## src/hw/rtl/awfa_pkg.sv

```systemverilog
// Shared types and constants for the address window first-fit allocator.
// Holds the window entry and request structs used by the core and fit check.
// No dependencies.
package awfa_pkg;

    localparam int DEFAULT_MAX_WINDOWS = 16;

    localparam int ADDR_W  = 64;
    localparam int KIND_W  = 2;
    localparam int FLAGS_W = 8;
    localparam int INDEX_W = 4;
    localparam int COUNT_W = 5;

    localparam logic [FLAGS_W-1:0] PREFETCH_MASK = 8'h06;

    localparam logic REQ_LOAD  = 1'b0;
    localparam logic REQ_ALLOC = 1'b1;

    typedef struct packed {
        logic [KIND_W-1:0]  kind;
        logic [ADDR_W-1:0]  low;
        logic [ADDR_W-1:0]  high;
        logic [FLAGS_W-1:0] flags;
    } window_entry_t;

    typedef struct packed {
        logic [KIND_W-1:0] kind;
        logic [ADDR_W-1:0] lower_bound;
        logic [ADDR_W-1:0] upper_bound;
        logic              want_prefetch;
        logic [ADDR_W-1:0] alloc_size;
    } alloc_req_t;

endpackage

```

## src/hw/rtl/awfa_fit.sv

```systemverilog
// Fit test of one window entry against an allocation request.
// Depends on awfa_pkg for the entry and request structs.
module awfa_fit
    import awfa_pkg::*;
(
    input  window_entry_t entry,
    input  alloc_req_t    req,
    output logic          fit
);

    logic             kind_ok;
    logic             lower_ok;
    logic             upper_ok;
    logic             prefetch_ok;
    logic             order_ok;
    logic             room_ok;
    logic [ADDR_W-1:0] room;

    always_comb
    begin
        kind_ok     = (entry.kind == req.kind);
        lower_ok    = (req.lower_bound == '0) || (entry.high >= req.lower_bound);
        upper_ok    = (req.upper_bound == '0) || (entry.low <= req.upper_bound);
        prefetch_ok = ((|(entry.flags & PREFETCH_MASK)) == req.want_prefetch);
        // an inverted window has no room at all
        order_ok    = (entry.low <= entry.high);
        room        = entry.high - entry.low;
        room_ok     = (room >= req.alloc_size);
        fit         = kind_ok && lower_ok && upper_ok && prefetch_ok && order_ok && room_ok;
    end

endmodule

```

## src/hw/rtl/address_window_first_fit_allocator_core.sv

```systemverilog
// Address window first-fit allocator: window table memory, scan sequencer, results.
// Depends on awfa_pkg and awfa_fit.
//
// Channel    Direction  Handshake              Payload
// request    in         start & !busy          req_type, entry_index, kind, window_*,
//                                              lower_bound, upper_bound, want_prefetch,
//                                              alloc_size
// result     out        done (one cycle)       granted, base_address, entry_used
// config     in         cfg_write              cfg_data (window_count)
//
// A load transaction writes the table at the accept edge and leaves busy low.
// An allocate transaction scans one table entry per cycle through the memory's
// registered read port, up to min(window_count, MAX_WINDOWS) entries, and stops at
// the first grant; when that limit is 0 it refuses at once without a scan.
// Busy stays high during the scan. The receiver cannot stall: done lasts one cycle.
// Reset clears the FSM and window_count; table contents stay undefined until loaded.
module address_window_first_fit_allocator_core
    import awfa_pkg::*;
#(
    parameter int MAX_WINDOWS = DEFAULT_MAX_WINDOWS
)
(
    input  logic               clk,
    input  logic               rst_n,
    input  logic               start,
    output logic               busy,
    input  logic               req_type,
    input  logic [INDEX_W-1:0] entry_index,
    input  logic [KIND_W-1:0]  kind,
    input  logic [ADDR_W-1:0]  window_start,
    input  logic [ADDR_W-1:0]  window_end,
    input  logic [FLAGS_W-1:0] window_flags,
    input  logic [ADDR_W-1:0]  lower_bound,
    input  logic [ADDR_W-1:0]  upper_bound,
    input  logic               want_prefetch,
    input  logic [ADDR_W-1:0]  alloc_size,
    input  logic               cfg_write,
    input  logic [COUNT_W-1:0] cfg_data,
    output logic               done,
    output logic               granted,
    output logic [ADDR_W-1:0]  base_address,
    output logic [INDEX_W-1:0] entry_used
);

    localparam int IDX_W = (MAX_WINDOWS > 1) ? $clog2(MAX_WINDOWS) : 1;
    localparam int CNT_W = $clog2(MAX_WINDOWS + 1);

    typedef enum logic {
        ST_IDLE,
        ST_SCAN
    } state_t;

    state_t             state_reg;
    logic [COUNT_W-1:0] window_count_reg;
    logic [CNT_W-1:0]   limit_reg;
    logic [CNT_W-1:0]   issue_idx_reg;
    logic [CNT_W-1:0]   check_idx_reg;
    logic               check_valid_reg;
    alloc_req_t         req_reg;
    logic               done_reg;
    logic               granted_reg;
    logic [ADDR_W-1:0]  base_address_reg;
    logic [INDEX_W-1:0] entry_used_reg;

    window_entry_t      table_mem [MAX_WINDOWS];
    window_entry_t      rd_data_reg;

    logic [CNT_W-1:0]   limit_next;
    logic               accept;
    logic               load_fire;
    logic               alloc_fire;
    logic               issue;
    logic               fit;
    logic               hit;
    logic               last_check;
    alloc_req_t         req_in;
    window_entry_t      load_entry;
    window_entry_t      bumped_entry;

    assign busy = (state_reg != ST_IDLE);

    assign accept     = start && !busy;
    assign load_fire  = accept && (req_type == REQ_LOAD) && (int'(entry_index) < MAX_WINDOWS);
    assign alloc_fire = accept && (req_type == REQ_ALLOC);

    always_comb
    begin
        if (int'(window_count_reg) > MAX_WINDOWS)
        begin
            limit_next = CNT_W'(MAX_WINDOWS);
        end
        else
        begin
            limit_next = CNT_W'(window_count_reg);
        end
    end

    always_comb
    begin
        req_in.kind          = kind;
        req_in.lower_bound   = lower_bound;
        req_in.upper_bound   = upper_bound;
        req_in.want_prefetch = want_prefetch;
        req_in.alloc_size    = alloc_size;

        load_entry.kind  = kind;
        load_entry.low   = window_start;
        load_entry.high  = window_end;
        load_entry.flags = window_flags;

        bumped_entry     = rd_data_reg;
        bumped_entry.low = rd_data_reg.low + req_reg.alloc_size;
    end

    awfa_fit u_fit (
        .entry (rd_data_reg),
        .req   (req_reg),
        .fit   (fit)
    );

    assign hit        = (state_reg == ST_SCAN) && check_valid_reg && fit;
    assign last_check = (check_idx_reg + CNT_W'(1)) == limit_reg;
    // stop reading once an entry is granted, so no further entry is fetched
    assign issue      = (state_reg == ST_SCAN) && (issue_idx_reg < limit_reg) && !hit;

    // Table memory: one write port shared by loads and the low-address bump, one
    // registered read port. The scan never writes the entry it reads next.
    always_ff @(posedge clk)
    begin
        if (load_fire)
        begin
            table_mem[IDX_W'(entry_index)] <= load_entry;
        end
        else if (hit)
        begin
            table_mem[check_idx_reg[IDX_W-1:0]] <= bumped_entry;
        end
        if (issue)
        begin
            rd_data_reg <= table_mem[issue_idx_reg[IDX_W-1:0]];
        end
    end

    always_ff @(posedge clk)
    begin
        if (alloc_fire)
        begin
            req_reg <= req_in;
        end
        if (issue)
        begin
            check_idx_reg <= issue_idx_reg;
        end
    end

    always_ff @(posedge clk or negedge rst_n)
    begin
        if (!rst_n)
        begin
            state_reg        <= ST_IDLE;
            window_count_reg <= '0;
            limit_reg        <= '0;
            issue_idx_reg    <= '0;
            check_valid_reg  <= 1'b0;
            done_reg         <= 1'b0;
            granted_reg      <= 1'b0;
            base_address_reg <= '0;
            entry_used_reg   <= '0;
        end
        else
        begin
            done_reg <= 1'b0;
            if (cfg_write)
            begin
                window_count_reg <= cfg_data;
            end
            unique case (state_reg)
                ST_IDLE:
                begin
                    check_valid_reg <= 1'b0;
                    if (alloc_fire)
                    begin
                        limit_reg     <= limit_next;
                        issue_idx_reg <= '0;
                        if (limit_next == '0)
                        begin
                            // empty table: refuse at once
                            done_reg         <= 1'b1;
                            granted_reg      <= 1'b0;
                            base_address_reg <= '0;
                            entry_used_reg   <= '0;
                        end
                        else
                        begin
                            state_reg <= ST_SCAN;
                        end
                    end
                end
                ST_SCAN:
                begin
                    check_valid_reg <= issue;
                    if (issue)
                    begin
                        issue_idx_reg <= issue_idx_reg + CNT_W'(1);
                    end
                    if (hit)
                    begin
                        state_reg        <= ST_IDLE;
                        done_reg         <= 1'b1;
                        granted_reg      <= 1'b1;
                        base_address_reg <= rd_data_reg.low;
                        entry_used_reg   <= INDEX_W'(check_idx_reg);
                    end
                    else if (check_valid_reg && last_check)
                    begin
                        state_reg        <= ST_IDLE;
                        done_reg         <= 1'b1;
                        granted_reg      <= 1'b0;
                        base_address_reg <= '0;
                        entry_used_reg   <= '0;
                    end
                end
                default:
                begin
                    state_reg <= ST_IDLE;
                end
            endcase
        end
    end

    assign done         = done_reg;
    assign granted      = granted_reg;
    assign base_address = base_address_reg;
    assign entry_used   = entry_used_reg;

    // a result always lands with the sequencer back in idle
    a_done_idle: assert property (@(posedge clk) disable iff (!rst_n)
        done |-> !busy)
        else $error("result strobed while scan still busy");

    // a result follows either a scan or an allocate on an empty table
    a_done_source: assert property (@(posedge clk) disable iff (!rst_n)
        done |-> ($past(state_reg) == ST_SCAN) || $past(alloc_fire))
        else $error("result strobed without an allocate transaction");

    // a refusal carries zero payload
    a_refuse_zero: assert property (@(posedge clk) disable iff (!rst_n)
        (done && !granted) |-> (base_address == '0) && (entry_used == '0))
        else $error("refused result with nonzero payload");

    // only entries within the scan limit are ever granted
    a_hit_range: assert property (@(posedge clk) disable iff (!rst_n)
        hit |-> (check_idx_reg < limit_reg))
        else $error("grant from an entry beyond the scan limit");

endmodule

```

## config.mk

```make
export PLATFORM = sky130hd
export DESIGN_NAME = address_window_first_fit_allocator_core
export DESIGN_NICKNAME = d
export VERILOG_FILES = /design/src/hw/rtl/awfa_pkg.sv /design/src/hw/rtl/awfa_fit.sv /design/src/hw/rtl/address_window_first_fit_allocator_core.sv
export SDC_FILE = /design/constraint.sdc
export NUM_CORES = 2
export LEC_CHECK = 0
export BUFFER_PORTS_ARGS = -buffer_cell sky130_fd_sc_hd__buf_2
export CAP_MARGIN = 15
export CORE_UTILIZATION = 25
export CTS_CLUSTER_SIZE = 24
export DETAILED_ROUTE_END_ITERATION = 16
export GPL_TIMING_DRIVEN = 0
export HOLD_SLACK_MARGIN = 0.03
export MAX_ROUTING_LAYER = met4
export PLACE_DENSITY = 0.43
export SYNTH_ARGS = -nofsm -noshare
export SYNTH_HDL_FRONTEND = slang
export SYNTH_SLANG_ARGS = --single-unit
```

## constraint.sdc

```tcl
create_clock -name clk -period 13.5 [get_ports clk]
set_input_delay 0.675 -clock clk [delete_from_list [all_inputs] [get_ports clk]]
set_output_delay 0.675 -clock clk [all_outputs]
set_load 0.02 [all_outputs]
```

==> results.md <==
- Outcome: finished, final reports clean
- P_leak: roughly 45 nW
- CP peak stage delay: between 0.9 and 1 ns
- Total GRT Usage: 0.191
- FILL cells: 41287
- RSZ-0062 raised after global routing: false
- IO buf count: approximately 400
- DR vias: 61525
- CTS root buffer: clkbuf_16
- Final HPWL DP: 304000 um
- Top cell type by total area after synthesis: edfxtp_1
- CP Max Fanout: 15
- Hold_buf cts: 199
- Starting DRT DRC Count: between 6000 and 7000
- Slowest stage cell, crit path: o41ai_1
- Final net count: 7535
- Final setup viols: 0
- Ys Warns: 0
- CTS Buf Count: 290
- Synth area leaders: edfxtp_1 69%, mux4_2 14%, ha_1 3.8%
- Power Total: 28.9 mW
- Max-slew headroom: 0.164
- Core area: 0.425 sq mm
- CTS-repair resized insts: 0
- Vias per cell: between 4 and 5
- Ys async rst share: 0.0344
- Layout Cells excl Fill: 12765
- Cell Area, Placed: 0.121 sq mm
- Largest net degree at the start of global routing: 72
- Hold Slack: 0.0972 ns
- CTS Sinks: 2531
- Worst endpoint required time: 14.11 ns
- DRC: 0
- Period utilisation layout: 0.803
- Count leader, synth: edfxtp_1
- First-pass detailed-route iteration total: 6
- FF+latch count, synth: ~2500
- Starting Density: 0.252
- Tmin final: 10.84 ns
- Worst-Margin Slew: 1.25 ns
- Power per standard cell area: 218 mW/mm^2
- Number of max-cap violations: 0
- GRT overflow: 0
- Syn nets: 6358
- Global-route wire length before repair: 546000 um
- Clock buffer depth: 4
- Fmax: 92.2 MHz
- Main synth FF type: edfxtp_1
- Io pins: ~420
- Mean area per synthesized cell: 18.8 sq um
- Slew Limit Fails: 0
- Clock transition at path regs: 0.06 ns
- Detail Route Antenna Nets: 0
- Max FFs per register: 2112
- Synth unique cells: 88
- Top cell type's share of synthesized area: 0.686
- Max rail drop VDD: 0.000251 V
- Share of cells above drive strength 1: 0.265
- Design Area, Final: 0.133 sq mm
- Crit Path Category: register to register
- CP arrival: 11.45 ns
- DR WL/cell: ~32 um
- Initial antenna violation count: 33
- Skew final: 0.0596 ns
- Area Growth Syn to Fin: 24.1%
- Die height: 656 um
- Cell count after synthesis: 5686
- Later-pin clock latency in the skew report: 0.94 ns
- Setup TNS: 0 ns
- Final WL: 408000 um
- Synthesized area: between 0.1 and 0.15 sq mm
- H-Tree Depth: 5
- CTS tree: done
- Type of origin of the critical path: register
- Worst setup EP type: register
- Gp weighted congestion: 0.878
- Postcts setup bufs: 0
- EDFF count, synth: between 2000 and 2500
- Most frequent CP cell: a21oi_1
- Vias in the first global route: 61462
- # rows: 239
- Register area share after synthesis: 0.706
- DIE AREA: between 0.4 and 0.5 sq mm
- Worst Hold Class: primary input to register
- Placed insts: 12024
- DIE WIDTH: 656 um
- Most frequent cells after synthesis: 2444 x edfxtp_1, 651 x mux4_2, 325 x ha_1, 295 x inv_1, 212 x a21oi_1
- Fin. Hold Viols: 0
==> worst paths after layout <==
kind	start	cells after the start	slack, ns	to
worst max-delay path	bumped_entry[17]	27	2.66	table_mem[9][50]
worst min-delay path	upper_bound[26]	1	0.1	req_reg[91]
worst max register to register	bumped_entry[17]	27	2.66	table_mem[9][50]
worst min register to register	issue_idx_reg[4]	0	0.49	check_idx_reg[4]
max in group asynchronous	rst_n	3	12.40	window_count_reg[4]
min in group asynchronous	rst_n	2	0.30	base_address[51]
==> cell usage in the layout, fill, tap and decap left out, drive strengths merged, types with 64 or more instances in the layout <==
cell         netlist  layout
nor2             111     111
dlygate4sd3        0     199
nand4             88      88
nand2            176     176
buf               92     777
mux4             651     651
dfrtp             87      87
a32o              68      68
clkinv             0     103
xnor2             64      64
inv              295     307
a21o             142     142
edfxtp          2444    2444
clkbuf           160     532
o21ai            161     161
mux2              79      79
ha               325     325
a21oi            214     214
==> per-layer routing <==
metal	part of all wire	up-vias	global-route usage	wire length, um
li1	-	25712	-	-
met1	0.43	33370	0.247	175000
met2	0.49	2002	0.313	200000
met3	0.050	441	0.0260	20400
met4	0.031	0	0.0516	12500
met5	0	-	-	0
==> area by class of cell <==
class / count / area, sq um / area share
buffer: 252 / 1050 / 0.00787
clock buffer: 371 / 7720 / 0.0581
timing repair buffer: 885 / 9190 / 0.0692
inverter: 295 / 1110 / 0.00839
multi-input combinational: 2608 / 29600 / 0.223
antenna: 15 / 37.5 / 0.000283
tap: 5663 / 7090 / 0.0533
clock inverter: 145 / 1520 / 0.0114
sequential: 2531 / 75600 / 0.569
==> logic make-up (layout without fill, tap and decap cells) <==
kind of cell,after synthesis,after routing,synth area share
other,0,15,0
AND/OR/NAND/NOR,636,636,0.0306
adder cells (fa/ha/maj),327,327,0.0384
XOR/XNOR,119,119,0.00974
buffers and inverters,547,1948,0.0199
multiplexers,746,746,0.147
flip-flops,2531,2531,0.706
AO/OA/AOI/OAI,780,780,0.0486
==> through the flow <==
| step | worst slack (ns) | utilization |
|---|---|---|
| 2_1_floorplan | 1.46 | - |
| 3_3_place_gp | -14.35 | 0.273 |
| 5_1_grt | 2.46 | 0.313 |
| 3_5_place_dp | 2.94 | 0.286 |
| 6_report | 2.66 | 0.313 |
| 4_1_cts | 2.86 | 0.312 |
==> power by group <==
part | leakage [nW] | internal, mW | switching (mW)
Combinational | 17.6 | 4.52 | 6.23
Clock | 4.47 | 4.52 | 3.29
Sequential | 23.3 | 9.36 | 1.03
Total | 45.3 | 18.4 | 10.5
==> worst max-delay path: cells and delay by family, from the launching register on <==
family	cells	cell delay, ns
flip-flops	1	0.64
adder cells (fa/ha/maj)	2	0.66
XOR/XNOR	1	0.20
AO/OA/AOI/OAI	13	4.84
buffers and inverters	6	1.79
AND/OR/NAND/NOR	5	2.29
(Power assumes the default switching activity.)
